**config.mk**
```make
export PLATFORM = sky130hd
export DESIGN_NAME = json_string_escaper_unit_flat
export DESIGN_NICKNAME = d
export VERILOG_FILES = /design/src/design/jse_pkg.sv /design/src/design/jse_if.sv /design/src/design/jse_front.sv /design/src/design/jse_queue.sv /design/src/design/jse_back.sv /design/src/design/json_string_escaper_unit.sv /design/src/flat_wrapper.sv
export SDC_FILE = /design/constraint.sdc
export NUM_CORES = 1
export LEC_CHECK = 0
export ABC_AREA = 1
export BUFFER_PORTS_ARGS = -buffer_cell sky130_fd_sc_hd__clkbuf_2
export CORE_MARGIN = 8
export CORE_UTILIZATION = 50
export DETAILED_ROUTE_END_ITERATION = 8
export HOLD_SLACK_MARGIN = 0.08
export PLACE_DENSITY_LB_ADDON = 0.15
export SKIP_LAST_GASP = 1
export SYNTH_ARGS = -nofsm -noshare
export SYNTH_HDL_FRONTEND = slang
export SYNTH_SLANG_ARGS = --single-unit
```
**constraint.sdc**
```tcl
create_clock -name clk -period 6.7 [get_ports clk]
set_input_delay 1.34 -clock clk [delete_from_list [all_inputs] [get_ports clk]]
set_output_delay 1.34 -clock clk [all_outputs]
set_load 0.02 [all_outputs]
```
**src/design/jse_pkg.sv**
```systemverilog
// jse_pkg: shared types, constants and helpers of the JSON string escaper.
// Used by jse_if, jse_front, jse_queue, jse_back and json_string_escaper_unit.
// No dependencies.
package jse_pkg;

  // Byte counter width; the capacity is clamped to its range before it is compared
  localparam int LEN_BITS = 16;
  localparam int CAP_W    = 16;
  localparam int TLEN_W   = 16;
  localparam int CMD_W    = 2;
  localparam int BYTE_W   = 8;
  localparam int STEP_W   = 3;
  localparam int CMP_W    = ((LEN_BITS > CAP_W) ? LEN_BITS : CAP_W) + 2;

  localparam logic [CMP_W-1:0]  CNT_MAX   = (CMP_W'(1) << LEN_BITS) - CMP_W'(1);
  localparam logic [CAP_W-1:0]  CAP_RESET = '1;
  localparam logic [BYTE_W-1:0] CTRL_LIMIT = 8'h20;

  // Descriptor queue between front and back
  localparam int QDEPTH = 4;
  localparam int QPTR_W = $clog2(QDEPTH);
  localparam int QCNT_W = $clog2(QDEPTH + 1);

  // Command codes
  localparam logic [CMD_W-1:0] CMD_START = 2'd0;
  localparam logic [CMD_W-1:0] CMD_DATA  = 2'd1;
  localparam logic [CMD_W-1:0] CMD_END   = 2'd2;

  // Characters
  localparam logic [BYTE_W-1:0] CH_QUOTE = 8'h22;
  localparam logic [BYTE_W-1:0] CH_BSL   = 8'h5c;
  localparam logic [BYTE_W-1:0] CH_U     = 8'h75;
  localparam logic [BYTE_W-1:0] CH_ZERO  = 8'h30;
  localparam logic [BYTE_W-1:0] CH_LA    = 8'h61;

  // Kind of output run a transaction produces
  typedef enum logic [2:0] {
    K_QUOTE,
    K_NOROOM,
    K_PLAIN,
    K_ESC2,
    K_ESC6
  } kind_t;

  typedef struct packed {
    kind_t               kind;
    logic [BYTE_W-1:0]   data;   // raw byte, or escape letter for K_ESC2
    logic [LEN_BITS-1:0] base;   // count before the run
    logic                done;
  } desc_t;

  typedef struct packed {
    logic  valid;
    desc_t desc;
  } push_t;

  typedef struct packed {
    logic  full;
    logic  not_empty;
    desc_t head;
  } qstat_t;

  // Lowercase hex digit
  function automatic logic [BYTE_W-1:0] hex_digit(input logic [3:0] d);
    logic [BYTE_W-1:0] r;
    if (d < 4'd10) r = CH_ZERO + BYTE_W'(d);
    else           r = CH_LA + BYTE_W'(d) - BYTE_W'(10);
    return r;
  endfunction

endpackage

```
**src/design/jse_if.sv**
```systemverilog
// jse_if: handshake channels of the JSON string escaper (input, result, config).
// Depends on jse_pkg.
interface jse_in_if;
  logic                           valid;
  logic                           ready;
  logic [jse_pkg::CMD_W-1:0]      command;
  logic [jse_pkg::BYTE_W-1:0]     data_byte;

  modport source (output valid, output command, output data_byte, input ready);
  modport sink   (input valid, input command, input data_byte, output ready);
endinterface

interface jse_out_if;
  logic                           valid;
  logic                           ready;
  logic [jse_pkg::BYTE_W-1:0]     out_byte;
  logic                           last_of_run;
  logic                           string_done;
  logic                           no_room;
  logic [jse_pkg::TLEN_W-1:0]     total_length;

  modport source (output valid, output out_byte, output last_of_run, output string_done,
                  output no_room, output total_length, input ready);
  modport sink   (input valid, input out_byte, input last_of_run, input string_done,
                  input no_room, input total_length, output ready);
endinterface

interface jse_cfg_if;
  logic                           valid;
  logic                           ready;
  logic [jse_pkg::CAP_W-1:0]      buffer_capacity;

  modport source (output valid, output buffer_capacity, input ready);
  modport sink   (input valid, input buffer_capacity, output ready);
endinterface

```
**src/design/jse_front.sv**
```systemverilog
// jse_front: accepts commands, tracks string state and byte count, classifies
// each byte and pushes one run descriptor per producing transaction.
// Depends on jse_pkg and jse_if.
module jse_front (
  input  logic               clk,
  input  logic               rst_n,
  jse_cfg_if.sink            cfg_ch,
  jse_in_if.sink             in_ch,
  input  jse_pkg::qstat_t    q_stat,
  output jse_pkg::push_t     q_push
);

  logic [jse_pkg::CAP_W-1:0]    cap_r;
  logic [jse_pkg::LEN_BITS-1:0] cnt_r, cnt_nxt;
  logic                         ovf_r, ovf_nxt;
  logic                         instr_r, instr_nxt;

  logic                         acc;
  jse_pkg::kind_t               cls_kind;
  logic [jse_pkg::BYTE_W-1:0]   cls_data;
  logic [jse_pkg::STEP_W-1:0]   cls_n;
  logic [jse_pkg::CMP_W-1:0]    cap_ext, cap_eff, cnt_ext;

  assign cfg_ch.ready = 1'b1;
  assign in_ch.ready  = !q_stat.full;
  assign acc          = in_ch.valid && !q_stat.full;

  // Capacity clamped to the counter range
  assign cap_ext = jse_pkg::CMP_W'(cap_r);
  assign cap_eff = (cap_ext > jse_pkg::CNT_MAX) ? jse_pkg::CNT_MAX : cap_ext;
  assign cnt_ext = jse_pkg::CMP_W'(cnt_r);

  // Byte classification
  always_comb begin
    cls_kind = jse_pkg::K_ESC2;
    cls_data = in_ch.data_byte;
    cls_n    = jse_pkg::STEP_W'(2);
    case (in_ch.data_byte)
      8'h22: cls_data = jse_pkg::CH_QUOTE;
      8'h5c: cls_data = jse_pkg::CH_BSL;
      8'h08: cls_data = 8'h62;  // b
      8'h0c: cls_data = 8'h66;  // f
      8'h0a: cls_data = 8'h6e;  // n
      8'h0d: cls_data = 8'h72;  // r
      8'h09: cls_data = 8'h74;  // t
      default: begin
        if (in_ch.data_byte < jse_pkg::CTRL_LIMIT) begin
          cls_kind = jse_pkg::K_ESC6;
          cls_n    = jse_pkg::STEP_W'(6);
        end else begin
          cls_kind = jse_pkg::K_PLAIN;
          cls_n    = jse_pkg::STEP_W'(1);
        end
      end
    endcase
  end

  // Command handling
  always_comb begin
    cnt_nxt          = cnt_r;
    ovf_nxt          = ovf_r;
    instr_nxt        = instr_r;
    q_push.valid     = 1'b0;
    q_push.desc.kind = jse_pkg::K_NOROOM;
    q_push.desc.data = in_ch.data_byte;
    q_push.desc.base = cnt_r;
    q_push.desc.done = 1'b1;
    if (acc) begin
      case (in_ch.command)
        jse_pkg::CMD_START: begin
          instr_nxt        = 1'b1;
          q_push.valid     = 1'b1;
          q_push.desc.base = '0;
          if (cap_eff < jse_pkg::CMP_W'(2)) begin
            ovf_nxt = 1'b1;
            cnt_nxt = '0;
          end else begin
            ovf_nxt          = 1'b0;
            cnt_nxt          = jse_pkg::LEN_BITS'(1);
            q_push.desc.kind = jse_pkg::K_QUOTE;
            q_push.desc.done = 1'b0;
          end
        end
        jse_pkg::CMD_END: begin
          if (instr_r) begin
            instr_nxt = 1'b0;
            if (ovf_r) begin
              ovf_nxt = 1'b0;
            end else begin
              q_push.valid = 1'b1;
              if (cnt_ext + jse_pkg::CMP_W'(1) <= cap_eff) begin
                cnt_nxt          = cnt_r + jse_pkg::LEN_BITS'(1);
                q_push.desc.kind = jse_pkg::K_QUOTE;
              end
            end
          end
        end
        jse_pkg::CMD_DATA: begin
          if (instr_r && !ovf_r) begin
            q_push.valid = 1'b1;
            if (cnt_ext + jse_pkg::CMP_W'(cls_n) + jse_pkg::CMP_W'(1) > cap_eff) begin
              ovf_nxt = 1'b1;
            end else begin
              cnt_nxt          = cnt_r + jse_pkg::LEN_BITS'(cls_n);
              q_push.desc.kind = cls_kind;
              q_push.desc.data = cls_data;
              q_push.desc.done = 1'b0;
            end
          end
        end
        default: ;
      endcase
    end
  end

  // State registers
  always_ff @(posedge clk) begin
    if (!rst_n) begin
      cap_r   <= jse_pkg::CAP_RESET;
      cnt_r   <= '0;
      ovf_r   <= 1'b0;
      instr_r <= 1'b0;
    end else begin
      if (cfg_ch.valid) cap_r <= cfg_ch.buffer_capacity;
      cnt_r   <= cnt_nxt;
      ovf_r   <= ovf_nxt;
      instr_r <= instr_nxt;
    end
  end

endmodule

```
**src/design/jse_queue.sv**
```systemverilog
// jse_queue: small FIFO of run descriptors between front and back.
// Depends on jse_pkg.
module jse_queue (
  input  logic             clk,
  input  logic             rst_n,
  input  jse_pkg::push_t   push,
  input  logic             pop,
  output jse_pkg::qstat_t  stat
);

  jse_pkg::desc_t              mem_r [jse_pkg::QDEPTH];
  logic [jse_pkg::QPTR_W-1:0]  wr_ptr_r, rd_ptr_r;
  logic [jse_pkg::QCNT_W-1:0]  cnt_r;
  logic                        do_push, do_pop;

  assign stat.full      = (cnt_r == jse_pkg::QCNT_W'(jse_pkg::QDEPTH));
  assign stat.not_empty = (cnt_r != '0);
  assign stat.head      = mem_r[rd_ptr_r];

  assign do_push = push.valid && !stat.full;
  assign do_pop  = pop && stat.not_empty;

  function automatic logic [jse_pkg::QPTR_W-1:0] ptr_inc(input logic [jse_pkg::QPTR_W-1:0] p);
    logic [jse_pkg::QPTR_W-1:0] r;
    if (p == jse_pkg::QPTR_W'(jse_pkg::QDEPTH - 1)) r = '0;
    else                                            r = p + jse_pkg::QPTR_W'(1);
    return r;
  endfunction

  // Storage
  always_ff @(posedge clk) begin
    if (do_push) mem_r[wr_ptr_r] <= push.desc;
  end

  // Pointers and fill count
  always_ff @(posedge clk) begin
    if (!rst_n) begin
      wr_ptr_r <= '0;
      rd_ptr_r <= '0;
      cnt_r    <= '0;
    end else begin
      if (do_push) wr_ptr_r <= ptr_inc(wr_ptr_r);
      if (do_pop)  rd_ptr_r <= ptr_inc(rd_ptr_r);
      case ({do_push, do_pop})
        2'b10:   cnt_r <= cnt_r + jse_pkg::QCNT_W'(1);
        2'b01:   cnt_r <= cnt_r - jse_pkg::QCNT_W'(1);
        default: cnt_r <= cnt_r;
      endcase
    end
  end

endmodule

```
**src/design/jse_back.sv**
```systemverilog
// jse_back: expands the head descriptor into output bytes for the registered result
// channel, one per cycle while that channel is not stalled.
// Depends on jse_pkg and jse_if.
module jse_back (
  input  logic             clk,
  input  logic             rst_n,
  input  jse_pkg::qstat_t  q_stat,
  output logic             pop,
  jse_out_if.source        out_ch
);

  logic [jse_pkg::STEP_W-1:0]   step_r, step_nxt;
  logic [jse_pkg::STEP_W-1:0]   last_idx;
  logic                         load, is_last;
  logic [jse_pkg::BYTE_W-1:0]   byte_d;
  logic [jse_pkg::LEN_BITS-1:0] len_d;
  logic [jse_pkg::CMP_W-1:0]    len_ext;
  jse_pkg::desc_t               hd;

  logic                         out_valid_r;
  logic [jse_pkg::BYTE_W-1:0]   out_byte_r;
  logic                         out_last_r, out_done_r, out_nr_r;
  logic [jse_pkg::TLEN_W-1:0]   out_len_r;

  assign hd      = q_stat.head;
  assign load    = q_stat.not_empty && (!out_valid_r || out_ch.ready);
  assign is_last = (step_r == last_idx);
  assign pop     = load && is_last;
  assign step_nxt = is_last ? '0 : step_r + jse_pkg::STEP_W'(1);

  // Byte selection for the current step
  always_comb begin
    last_idx = '0;
    byte_d   = hd.data;
    case (hd.kind)
      jse_pkg::K_QUOTE:  byte_d = jse_pkg::CH_QUOTE;
      jse_pkg::K_NOROOM: byte_d = '0;
      jse_pkg::K_PLAIN:  byte_d = hd.data;
      jse_pkg::K_ESC2: begin
        last_idx = jse_pkg::STEP_W'(1);
        byte_d   = (step_r == '0) ? jse_pkg::CH_BSL : hd.data;
      end
      jse_pkg::K_ESC6: begin
        last_idx = jse_pkg::STEP_W'(5);
        case (step_r)
          3'd0:    byte_d = jse_pkg::CH_BSL;
          3'd1:    byte_d = jse_pkg::CH_U;
          3'd2:    byte_d = jse_pkg::CH_ZERO;
          3'd3:    byte_d = jse_pkg::CH_ZERO;
          3'd4:    byte_d = jse_pkg::hex_digit(hd.data[7:4]);
          default: byte_d = jse_pkg::hex_digit(hd.data[3:0]);
        endcase
      end
      default: ;
    endcase
  end

  // Running length: count before a no-room result, otherwise including this byte
  assign len_d   = (hd.kind == jse_pkg::K_NOROOM) ? hd.base
                 : hd.base + jse_pkg::LEN_BITS'(step_r) + jse_pkg::LEN_BITS'(1);
  assign len_ext = jse_pkg::CMP_W'(len_d);

  // Step counter and valid
  always_ff @(posedge clk) begin
    if (!rst_n) begin
      step_r      <= '0;
      out_valid_r <= 1'b0;
    end else begin
      if (load) begin
        step_r      <= step_nxt;
        out_valid_r <= 1'b1;
      end else if (out_ch.ready) begin
        out_valid_r <= 1'b0;
      end
    end
  end

  // Result payload
  always_ff @(posedge clk) begin
    if (load) begin
      out_byte_r <= byte_d;
      out_last_r <= is_last;
      out_done_r <= hd.done;
      out_nr_r   <= (hd.kind == jse_pkg::K_NOROOM);
      out_len_r  <= len_ext[jse_pkg::TLEN_W-1:0];
    end
  end

  assign out_ch.valid        = out_valid_r;
  assign out_ch.out_byte     = out_byte_r;
  assign out_ch.last_of_run  = out_last_r;
  assign out_ch.string_done  = out_done_r;
  assign out_ch.no_room      = out_nr_r;
  assign out_ch.total_length = out_len_r;

endmodule

```
**src/design/json_string_escaper_unit.sv**
```systemverilog
// json_string_escaper_unit: top level of the JSON string escaper.
// Depends on jse_pkg, jse_if, jse_front, jse_queue and jse_back.
//
//   channel  | dir | handshake     | payload
//   cfg_ch   | in  | valid / ready | buffer_capacity[15:0]
//   in_ch    | in  | valid / ready | command[1:0], data_byte[7:0]
//   out_ch   | out | valid / ready | out_byte, last_of_run, string_done, no_room,
//            |     |               | total_length[15:0]
//
// Each producing transaction yields one result byte (plain, quote, no room), two for
// two-byte escapes and six for \u00XX escapes, one byte per cycle unless stalled.
// A 4-entry descriptor queue sits between the classifying front end and the back end;
// in_ch.ready drops only while it is full. cfg_ch.ready is always high.
// Reset is synchronous (rst_n low): no string open, count 0, capacity 65535.
// Results sit in an output register and hold while out_ch.ready is low.
module json_string_escaper_unit (
  input  logic       clk,
  input  logic       rst_n,
  jse_cfg_if.sink    cfg_ch,
  jse_in_if.sink     in_ch,
  jse_out_if.source  out_ch
);

  jse_pkg::push_t  q_push;
  jse_pkg::qstat_t q_stat;
  logic            q_pop;

  jse_front u_front (
    .clk    (clk),
    .rst_n  (rst_n),
    .cfg_ch (cfg_ch),
    .in_ch  (in_ch),
    .q_stat (q_stat),
    .q_push (q_push)
  );

  jse_queue u_queue (
    .clk   (clk),
    .rst_n (rst_n),
    .push  (q_push),
    .pop   (q_pop),
    .stat  (q_stat)
  );

  jse_back u_back (
    .clk    (clk),
    .rst_n  (rst_n),
    .q_stat (q_stat),
    .pop    (q_pop),
    .out_ch (out_ch)
  );

endmodule

```
**src/flat_wrapper.sv**
```systemverilog
// flat-port wrapper written by rule: the top's interface ports become plain ports
module json_string_escaper_unit_flat 
  (clk, rst_n, cfg_ch_valid, cfg_ch_buffer_capacity, cfg_ch_ready, in_ch_valid, in_ch_command, in_ch_data_byte, in_ch_ready, out_ch_valid, out_ch_out_byte, out_ch_last_of_run, out_ch_string_done, out_ch_no_room, out_ch_total_length, out_ch_ready);
  jse_cfg_if cfg_ch_i ();
  jse_in_if in_ch_i ();
  jse_out_if out_ch_i ();
  input  logic clk;
  input  logic rst_n;
  input wire logic [$bits(cfg_ch_i.valid)-1:0] cfg_ch_valid;
  input wire logic [$bits(cfg_ch_i.buffer_capacity)-1:0] cfg_ch_buffer_capacity;
  output wire logic [$bits(cfg_ch_i.ready)-1:0] cfg_ch_ready;
  input wire logic [$bits(in_ch_i.valid)-1:0] in_ch_valid;
  input wire logic [$bits(in_ch_i.command)-1:0] in_ch_command;
  input wire logic [$bits(in_ch_i.data_byte)-1:0] in_ch_data_byte;
  output wire logic [$bits(in_ch_i.ready)-1:0] in_ch_ready;
  output wire logic [$bits(out_ch_i.valid)-1:0] out_ch_valid;
  output wire logic [$bits(out_ch_i.out_byte)-1:0] out_ch_out_byte;
  output wire logic [$bits(out_ch_i.last_of_run)-1:0] out_ch_last_of_run;
  output wire logic [$bits(out_ch_i.string_done)-1:0] out_ch_string_done;
  output wire logic [$bits(out_ch_i.no_room)-1:0] out_ch_no_room;
  output wire logic [$bits(out_ch_i.total_length)-1:0] out_ch_total_length;
  input wire logic [$bits(out_ch_i.ready)-1:0] out_ch_ready;
  assign cfg_ch_i.valid = cfg_ch_valid;
  assign cfg_ch_i.buffer_capacity = cfg_ch_buffer_capacity;
  assign cfg_ch_ready = cfg_ch_i.ready;
  assign in_ch_i.valid = in_ch_valid;
  assign in_ch_i.command = in_ch_command;
  assign in_ch_i.data_byte = in_ch_data_byte;
  assign in_ch_ready = in_ch_i.ready;
  assign out_ch_valid = out_ch_i.valid;
  assign out_ch_out_byte = out_ch_i.out_byte;
  assign out_ch_last_of_run = out_ch_i.last_of_run;
  assign out_ch_string_done = out_ch_i.string_done;
  assign out_ch_no_room = out_ch_i.no_room;
  assign out_ch_total_length = out_ch_i.total_length;
  assign out_ch_i.ready = out_ch_ready;
  json_string_escaper_unit u_core (.clk(clk), .rst_n(rst_n), .cfg_ch(cfg_ch_i), .in_ch(in_ch_i), .out_ch(out_ch_i));
endmodule
```
Yosys cells after proc, flatten, opt, wreduce, memory -nomap -nowiden
Memories as Yosys holds them, arrays and structs flattened. A register that Yosys moved wholly into a read port is not among the register bits.
Cells that the tools add are included.
{ "word_totals": {"mem_count": 1, "ramBits": 112, "input_bits": 31, "reg_bits": 72, "wordCells": 140} }
{ "mem_list": {"columns": ["name", "words", "width", "rd", "rd_clocked_by_memory_dff", "write_ports", "line", "source"], "rows": [
  ["u_core.u_queue.mem_r", 4, 28, 1, 1, 1, "jse_queue.sv:11", "jse_pkg::desc_t mem_r [jse_pkg::QDEPTH];"]
]} }
{ "classes": {"n_addsub": 18, "muxes": 49, "order_cmp": 7, "reduce_logical": 23, "n_eq_ne": 28} }
{ "op_table": {"columns": ["cell", "count"], "rows": [
  ["$mux 16", 8],
  ["$pmux 8 s4", 2],
  ["$pmux 8 s7", 1],
  ["$pmux 16 s3", 1],
  ["$eq 8x4->1 const B", 5],
  ["$add 16x1->16 const B", 2],
  ["$add 16x3->16", 2],
  ["$mux 8", 4],
  ["$mux 29", 1],
  ["$add 17x1->18 const B", 1],
  ["$gt 18x16->1", 1],
  ["$add 16x1->17 const B", 1],
  ["$add 16x3->17", 1],
  ["$le 17x16->1", 1],
  ["$add 7x4->8 const A", 2],
  ["$gt 16x16->1 const B", 1],
  ["$lt 16x2->1 const B", 1],
  ["$sub 8x4->8 const B", 2],
  ["$mux 3", 5],
  ["$add 6x4->7 const A", 2],
  ["$mux 1", 13],
  ["$mux 12", 1],
  ["$ne 2x2->1 const B", 6],
  ["$pmux 3 s2", 2],
  ["31 further kinds", 59]
]} }

Logic depth before layout (Yosys ltp)
Gate-level depths: netlist of the first run.
{ "depth": {"ltp_word": 13, "ltp_mapped": 33} }

Modules after synthesis
From an unflattened synthesis of the first run, not the netlist that was laid out.
{ "unflattened": {"cells_unflattened": 1204, "hier_area_um2": 10512.6} }
{ "modules_own_cells": {"columns": ["module", "seq_area_each_um2", "cells_each", "n_inst", "area_per_inst_um2"], "rows": [
  ["jse_queue", 3543.4, 341, 1, 4644.5],
  ["jse_front", 680.7, 596, 1, 3768.6],
  ["jse_back", 890.9, 267, 1, 2099.5]
]} }

Least setup slack after synthesis of the first run
No wires, ideal clock.
{ "synth_path": {"kind": "in2reg", "from": "input port in_ch_data_byte[5]", "to": "memory u_core.u_queue.mem_r[0][20] (netlist name), data pin", "arrival_time_ns": 4.809, "path_slack_ns": 1.623, "stages": 28, "path_cell_list": "inv_1 -> nand2_1 -> nor2_1 -> nand4_1 -> nand2_1 -> nor2_1 -> nand3_1 -> nor2_1 -> inv_1 -> ha_1 -> nand2_1 -> o21ai_0 -> nand2_1 -> nor2_1 -> inv_1 -> nor2_1 -> nand2_1 -> xor2_1 -> ha_1 -> nand2_1 -> inv_1 -> nand3_1 -> nor2_1 -> nand4_1 -> nand2_2 -> nand4_1 -> o21bai_1 -> nand2_1"} }
{ "synth_lines": {"columns": ["element", "line", "source"], "rows": [
  ["start: declaration", "flat_wrapper.sv:14", "input wire logic [$bits(in_ch_i.data_byte)-1:0] in_ch_data_byte;"],
  ["end: declaration", "jse_queue.sv:11", null]
]} }

==> results.json, run 1 <==
{
  "run_status": "finished, final reports clean",
  "yosys_warnings": 0,
  "slowest_delay_ps": 300,
  "timing.rr.start": "u_core.u_front.cnt_r[0]",
  "slew_viol_final": 0,
  "synth.cell_area_mm2": 0.0106,
  "power.total_mw": 4.18,
  "r2r.worst_path.cells": 19,
  "timing.critical_path.required_ps": 6860,
  "place.gp.congestion": 0.916,
  "report.final.hold_viol_count": 0,
  "ys_seq_area_share_pct": 48.3,
  "post_syn_instances": 1192,
  "netlist.top_cell.by_area": "sky130_fd_sc_hd__edfxtp_1",
  "postRouteAntennaNets": 0,
  "power.static_leakage_nw": 5.14,
  "floorplan.die.width_um": 162,
  "detail_route.wl_per_cell_um": 15.7,
  "grt_overflow_total": 0,
  "cts_tree": "built",
  "postCtsHoldBufs": 0,
  "timing.final.crit_period_ps": 5600,
  "max_slew_margin_pct": 27.6,
  "clock_sinks": 186,
  "antenna_violations_before_repair": 0,
  "cts-buffers-inserted": 17,
  "start_util_pct": 50.7,
  "hpwl_um": 17400,
  "hold_path_depth": 1,
  "worst-setup-path-type": "in -> reg",
  "worst_slew_pin_tran_ps": 1080,
  "via_count_of_the_first_global_routing_pass": 7637,
  "grt_first_pass_wirelength_um": 39100,
  "max_cap_violations": 0,
  "post_cts_resize_count": 0,
  "synth-seq-cells": 186,
  "synthToLayoutAreaGrowth_pct": 9.68,
  "avg_vias_per_cell": 5.27,
  "finish.cell_count_without_fillers": 1528,
  "port_buffers": 59,
  "fin_nets": 1334,
  "design.portCount": 61,
  "setup_total_negative_slack_ps": 0,
  "crit_end": "u_core.u_queue.mem_r[0][22]",
  "track_usage_pct": 18.7,
  "unrepaired_setup_endpoints_after_global_routing": "false",
  "synth_top_area_share_pct": 39.4,
  "ctsRootBufferMaster": "sky130_fd_sc_hd__clkbuf_16",
  "detail_route.iter0.violations": 509,
  "cts_setup_buffers": 0,
  "post-route-drc-count": 0,
  "coreArea_mm2": 0.0209,
  "h_tree_depth": 4,
  "post_route_cells_drive_above_1_share_pct": 12.9,
  "register_to_register_path_setup_slack_ps": 2860,
  "placed_cells_incl_taps": 1496,
  "cp_max_delay_cell": "sky130_fd_sc_hd__o21ai_0",
  "fmax_ghz": 0.178,
  "synthesis.area_per_instance_um2": 8.89,
  "worst_skew_pair.late_latency_ps": 430,
  "insertedDiodeCount": 0,
  "crit-reg2reg-capture": "u_core.u_queue.mem_r[0][22]",
  "vdd_ir_drop_max_uv": 385,
  "clk_transition_reported_paths_ps": 60,
  "netlist-cell-type-count": 54,
  "die-area_mm2": 0.0261,
  "detailed_route_via_count": 8051,
  "startpoint": "in_ch_data_byte[7]",
  "die_height_um": 162,
  "synth_enable_flop_cells": 139,
  "post_syn_nets": 1286,
  "worst_setup_path_start_kind": "primary input",
  "detailedRoute.firstPassIterationCount": 5,
  "synthTopCellsByArea": "sky130_fd_sc_hd__edfxtp_1, sky130_fd_sc_hd__dfxtp_1, sky130_fd_sc_hd__nand2_1",
  "worstPathArrival_ps": 5760,
  "wirelength_um": 24000,
  "final.setup_skew_ps": 14.3,
  "synth_top_flop_cell": "sky130_fd_sc_hd__edfxtp_1",
  "min_path_type": "reg -> reg",
  "clk_path_buf_depth": 2,
  "final_min_period_over_clock_period_pct": 83.6,
  "finalSetupViolCount": 0,
  "rows": 53,
  "crit_fanout": 6,
  "power.density_cell_area_mw_per_mm2": 360,
  "worst_setup_path_end_kind": "register",
  "largest_net_degree_at_the_start_of_global_routing": 61,
  "asyncSetResetFlopFracSynth_pct": 0,
  "hold_ws_ps": 465
}
[how the worst min path moves through the flow]
stage / start / end / slack, ps
floorplan: u_core.u_queue.cnt_r[0] / u_core.u_queue.cnt_r[0] / 420
global placement: u_core.u_queue.cnt_r[0] / u_core.u_queue.cnt_r[0] / 440
detailed placement: u_core.u_queue.cnt_r[0] / u_core.u_queue.cnt_r[0] / 450
CTS: u_core.u_queue.cnt_r[0] / u_core.u_queue.cnt_r[0] / 460
global route: u_core.u_queue.cnt_r[0] / u_core.u_queue.cnt_r[0] / 500
finish: u_core.u_queue.cnt_r[0] / u_core.u_queue.cnt_r[0] / 470
[report_power, final]
part           switching [mW]  internal [mW]  total, mW
logic                    1.17          0.505       1.67
registers              0.0646           1.48       1.55
clock network           0.424          0.533      0.957
[worst max-delay path, delay by kind of cell]
kind,cells,cell delay [ps]
XOR/XNOR,1,150
buffers and inverters,4,420
AND/OR/NAND/NOR,20,2700
AO/OA/AOI/OAI,2,540
adder cells (fa/ha/maj),2,590
[state kept, by name (all words and copies together), names as in the netlist, named ones only]
| signal | count |
|---|---|
| u_core.u_back.out_ch.last_of_run | 1 |
| u_core.u_back.out_ch.no_room | 1 |
| u_core.u_back.out_ch.out_byte | 8 |
| u_core.u_back.out_ch.string_done | 1 |
| u_core.u_back.out_ch.total_length | 16 |
| u_core.u_back.out_ch.valid | 1 |
| u_core.u_back.step_r | 3 |
| u_core.u_front.cap_r | 16 |
| u_core.u_front.cnt_r | 16 |
| u_core.u_front.instr_r | 1 |
| u_core.u_front.ovf_r | 1 |
| u_core.u_queue.cnt_r | 3 |
| u_core.u_queue.mem_r | 112 |
| u_core.u_queue.rd_ptr_r | 2 |
| u_core.u_queue.wr_ptr_r | 2 |
[Yosys cell counts, types with 2 or more instances]
master,number
sky130_fd_sc_hd__nand2_1,239
sky130_fd_sc_hd__inv_1,150
sky130_fd_sc_hd__edfxtp_1,139
sky130_fd_sc_hd__nor2_1,122
sky130_fd_sc_hd__nand3_1,75
sky130_fd_sc_hd__o21ai_0,65
sky130_fd_sc_hd__ha_1,59
sky130_fd_sc_hd__a21oi_1,57
sky130_fd_sc_hd__dfxtp_1,47
sky130_fd_sc_hd__xor2_1,38
sky130_fd_sc_hd__nand4_1,34
sky130_fd_sc_hd__nand2_2,21
sky130_fd_sc_hd__clkbuf_1,13
sky130_fd_sc_hd__buf_2,9
sky130_fd_sc_hd__buf_4,8
sky130_fd_sc_hd__inv_2,8
sky130_fd_sc_hd__nand3_2,8
sky130_fd_sc_hd__nor2_4,8
sky130_fd_sc_hd__o21bai_1,8
sky130_fd_sc_hd__nor3_1,7
sky130_fd_sc_hd__o22ai_1,7
sky130_fd_sc_hd__o211ai_1,6
sky130_fd_sc_hd__buf_6,5
sky130_fd_sc_hd__a32o_1,4
sky130_fd_sc_hd__fa_1,4
sky130_fd_sc_hd__nand2_4,4
sky130_fd_sc_hd__nor2_2,4
sky130_fd_sc_hd__o21a_1,4
sky130_fd_sc_hd__o21ai_1,4
sky130_fd_sc_hd__a32oi_1,3
sky130_fd_sc_hd__nor4_1,3
sky130_fd_sc_hd__a31oi_1,2
sky130_fd_sc_hd__nand3_4,2
sky130_fd_sc_hd__nand3b_1,2
sky130_fd_sc_hd__o2111ai_1,2
sky130_fd_sc_hd__o31ai_1,2
sky130_fd_sc_hd__xnor2_1,2
[cells in the final DEF, fill, tap and decap left out, types with 3 or more instances in the layout]
cell / count
sky130_fd_sc_hd__a21oi_1: 57
sky130_fd_sc_hd__a32o_1: 4
sky130_fd_sc_hd__a32oi_1: 3
sky130_fd_sc_hd__buf_4: 7
sky130_fd_sc_hd__clkbuf_1: 3
sky130_fd_sc_hd__clkbuf_16: 17
sky130_fd_sc_hd__clkbuf_2: 59
sky130_fd_sc_hd__clkinv_2: 3
sky130_fd_sc_hd__clkinv_4: 3
sky130_fd_sc_hd__dfxtp_1: 46
sky130_fd_sc_hd__edfxtp_1: 139
sky130_fd_sc_hd__fa_1: 4
sky130_fd_sc_hd__ha_1: 59
sky130_fd_sc_hd__inv_1: 150
sky130_fd_sc_hd__inv_2: 8
sky130_fd_sc_hd__nand2_1: 239
sky130_fd_sc_hd__nand2_2: 21
sky130_fd_sc_hd__nand2_4: 4
sky130_fd_sc_hd__nand3_1: 75
sky130_fd_sc_hd__nand3_2: 8
sky130_fd_sc_hd__nand4_1: 34
sky130_fd_sc_hd__nor2_1: 118
sky130_fd_sc_hd__nor2_2: 8
sky130_fd_sc_hd__nor2_4: 8
sky130_fd_sc_hd__nor3_1: 7
sky130_fd_sc_hd__nor4_1: 3
sky130_fd_sc_hd__o211ai_1: 6
sky130_fd_sc_hd__o21a_1: 4
sky130_fd_sc_hd__o21ai_0: 65
sky130_fd_sc_hd__o21ai_1: 4
sky130_fd_sc_hd__o21bai_1: 8
sky130_fd_sc_hd__o22ai_1: 7
sky130_fd_sc_hd__xor2_1: 38
[metrics by stage]
| step | area, um2 | utilization (%) | setup slack, ps |
|---|---|---|---|
| 2_1_floorplan | 10600 | - | 1620 |
| 3_3_place_gp | 11100 | 52.9 | 944 |
| 3_5_place_dp | 11100 | 52.9 | 751 |
| 4_1_cts | 11600 | 55.6 | 1180 |
| 5_1_grt | 11600 | 55.6 | 612 |
| 6_report | 11600 | 55.6 | 1100 |
[kinds of logic after synthesis]
group           count (synthesis)  share of synthesized area (%)
compound gates                168                           9.11
buf+inv                       198                           8.09
simple gates                  535                           23.4
mux                             1                         0.0945
xor+xnor                       40                           3.31
fa+ha+maj                      63                           7.72
other cells                     1                         0.0354
flops                         186                           48.3
[per-layer routing]
| layer | wire, um | vias to the layer above | global-route usage [%] |
|---|---|---|---|
| li1 | - | 4081 | - |
| met1 | 11000 | 3739 | 25.0 |
| met2 | 11200 | 205 | 30.7 |
| met3 | 1510 | 26 | 3.41 |
| met4 | 320 | 0 | 4.97 |
| met5 | 0 | - | 0 |
[final cells by class]
type                       instances  area, um2
clock buffer                      22        464
clock inverter                    10       95.1
fill                            1954       9270
inverter                         161        612
multi-input combinational        808       4640
sequential                       186       5120
tap                              275        344
timing repair buffer              66        348
(Power assumes the default switching activity.)
==> inputs of run 2 (changes only) <==
==> constraint.sdc (replaced) <==
create_clock -name clk -period 4.78 [get_ports clk]
set_input_delay 0.956 -clock clk [delete_from_list [all_inputs] [get_ports clk]]
set_output_delay 0.956 -clock clk [all_outputs]
set_load 0.02 [all_outputs]
==> results.json, run 2 (same netlist as run 1, synthesis figures left out) <==
{
  "share_of_power_burned_in_combinational_logic_pct": 39.4,
  "vdd_ir_drop_max_uv": 467,
  "power.switching_fraction_pct": 40.1,
  "crit_fanout": 5,
  "post_route_cells_drive_above_1_share_pct": 16.1,
  "detailed_route_via_count": 8099,
  "coreArea_mm2": 0.0209,
  "final_min_period_over_clock_period_pct": 93.7,
  "clkPwrFrac_pct": 23.0,
  "cts_tree": "built",
  "die_height_um": 162,
  "largest_net_degree_at_the_start_of_global_routing": 53,
  "worst_skew_pair.late_latency_ps": 430,
  "final_cell_mix": "sky130_fd_sc_hd__nand2_1, sky130_fd_sc_hd__inv_1, sky130_fd_sc_hd__edfxtp_1",
  "seqPwrFrac_pct": 37.6,
  "min_path_type": "reg -> reg",
  "finish.cell_count_without_fillers": 1566,
  "r2r.worst_path.cells": 22,
  "crit-reg2reg-capture": "u_core.u_queue.mem_r[0][21]",
  "report.final.hold_viol_count": 0,
  "run_status": "finished, final reports clean",
  "worst-setup-path-type": "in -> reg",
  "min_to": "u_core.u_queue.cnt_r[0]",
  "holdCritStartpoint": "u_core.u_queue.cnt_r[0]",
  "clk_transition_reported_paths_ps": 70,
  "timing.critical_path.mode_cell": "sky130_fd_sc_hd__nand2_1",
  "synthToLayoutAreaGrowth_pct": 12.7,
  "fmax_ghz": 0.223,
  "cts-buffers-inserted": 17,
  "power.static_leakage_nw": 5.32,
  "power.internal_mw": 3.53,
  "fin_nets": 1372,
  "ctsRootBufferMaster": "sky130_fd_sc_hd__clkbuf_16",
  "via_count_of_the_first_global_routing_pass": 7911,
  "cts_setup_buffers": 0,
  "layout_commonest_cell": "sky130_fd_sc_hd__nand2_1",
  "regMostFlops": "u_core.u_queue.mem_r",
  "track_usage_pct": 18.9,
  "port_buffers": 59,
  "detailedRoute.firstPassIterationCount": 6,
  "floorplan.die.width_um": 162,
  "hold_path_depth": 1,
  "placed_cells_incl_taps": 1534,
  "detail_route.wl_per_cell_um": 15.4,
  "hpwl_um": 17600,
  "detail_route.iter0.violations": 514,
  "postRouteAntennaNets": 0,
  "finalSetupViolCount": 0,
  "cp_max_delay_cell": "sky130_fd_sc_hd__fa_1",
  "clock_sinks": 186,
  "timing.final.crit_period_ps": 4480,
  "slowest_delay_ps": 380,
  "insertedDiodeCount": 0,
  "die-area_mm2": 0.0261,
  "clk_path_buf_depth": 2,
  "start_util_pct": 50.7,
  "place.gp.congestion": 0.962,
  "worstPathArrival_ps": 4640,
  "final.setup_skew_ps": 13.1,
  "timing.rr.start": "u_core.u_front.cnt_r[0]",
  "max_slew_margin_pct": 28.7,
  "max_cap_violations": 0,
  "net-switching-power_mw": 2.36,
  "wirelength_um": 24100,
  "timing.critical_path.required_ps": 4940,
  "power.density_cell_area_mw_per_mm2": 494,
  "worst_slew_pin_tran_ps": 1070,
  "avg_vias_per_cell": 5.17,
  "h_tree_depth": 4,
  "worst_setup_path_end_kind": "register",
  "power.total_mw": 5.90,
  "antenna_violations_before_repair": 0,
  "rows": 53,
  "worst_setup_path_start_kind": "primary input",
  "register_to_register_path_setup_slack_ps": 1160,
  "grt_first_pass_wirelength_um": 39400,
  "design.portCount": 61,
  "largest_register_ff_count": 112,
  "grt_overflow_total": 0,
  "slew_viol_final": 0,
  "post-route-drc-count": 0
}
## run 2: changes by cell type in the layout (fill, tap and decap cells not counted), moves of 2 or more
| cell | before | now |
|---|---|---|
| sky130_fd_sc_hd__buf_4 | 7 | 45 |
| sky130_fd_sc_hd__clkbuf_1 | 3 | 1 |
| sky130_fd_sc_hd__clkbuf_8 | 2 | 0 |
| sky130_fd_sc_hd__clkinv_2 | 3 | 1 |
| sky130_fd_sc_hd__clkinvlp_4 | 2 | 4 |
| sky130_fd_sc_hd__inv_6 | 2 | 4 |
| sky130_fd_sc_hd__nor2_1 | 118 | 114 |
| sky130_fd_sc_hd__nor2_2 | 8 | 11 |
## run 2: how the worst max path moves through the flow
stage / to / depth (start not counted) / start
2_1_floorplan: u_core.u_queue.mem_r[0][20] / 28 / in_ch_data_byte[5]
3_3_place_gp: u_core.u_queue.mem_r[2][22] / 31 / in_ch_data_byte[6]
3_5_place_dp: u_core.u_queue.mem_r[2][22] / 28 / in_ch_data_byte[6]
4_1_cts: u_core.u_queue.mem_r[0][17] / 31 / in_ch_data_byte[6]
5_1_grt: u_core.u_queue.mem_r[0][21] / 31 / in_ch_data_byte[7]
6_report: u_core.u_queue.mem_r[0][21] / 31 / in_ch_data_byte[6]
## run 2: power groups by stage
stage	clock [mW]	combinational [mW]	sequential, mW
4_1_cts	1.39	2.34	2.22
3_3_place_gp	0	2.30	2.25
3_5_place_dp	0	2.33	2.25
6_report	1.36	2.32	2.21
2_1_floorplan	0	1.73	2.37
5_1_grt	1.44	2.63	2.24
## run 2: layer usage
metal / global-route usage, % / wire length [um] / up-vias
met5: 0 / 0 / -
met4: 6.10 / 330 / 0
met3: 3.69 / 1260 / 21
met2: 31.5 / 11500 / 174
met1: 24.4 / 11000 / 3750
li1: - / - / 4154
## run 2: critical path, delay by kind of cell
family / cells / cell delay [ps]
adders and majority gates: 3 / 900
xor gates and xnor gates: 1 / 150
AOI/OAI and AO/OA: 1 / 210
and+or+nand+nor: 21 / 1970
buffers and inverters: 5 / 450
## run 2: cell type report
class	count	area (um2)
clock buffer	18	429
clock inverter	14	141
fill	1903	8950
inverter	161	612
multi-input combinational	808	4660
sequential	186	5120
tap	275	344
timing repair buffer	104	633
## run 2: through the flow
step | setup WS (ps) | hold slack [ps] | area [um2] | setup TNS, ps | utilization (%)
floorplan | 87.1 | 422 | 10600 | 0 | -
global placement | -158 | 437 | 11300 | -6260 | 54.3
detailed placement | -247 | 442 | 11300 | -11080 | 54.3
CTS | 166 | 454 | 11900 | 0 | 57.0
global route | -31.0 | 494 | 11900 | -126 | 57.1
finish | 299 | 454 | 11900 | 0 | 57.1
## run 2: timing repair
action,4_1_cts,5_1_grt
endpoints found under the setup margin,0,61
resized for setup,0,8
hold endpoints to repair,0,0
hold buffers,0,0
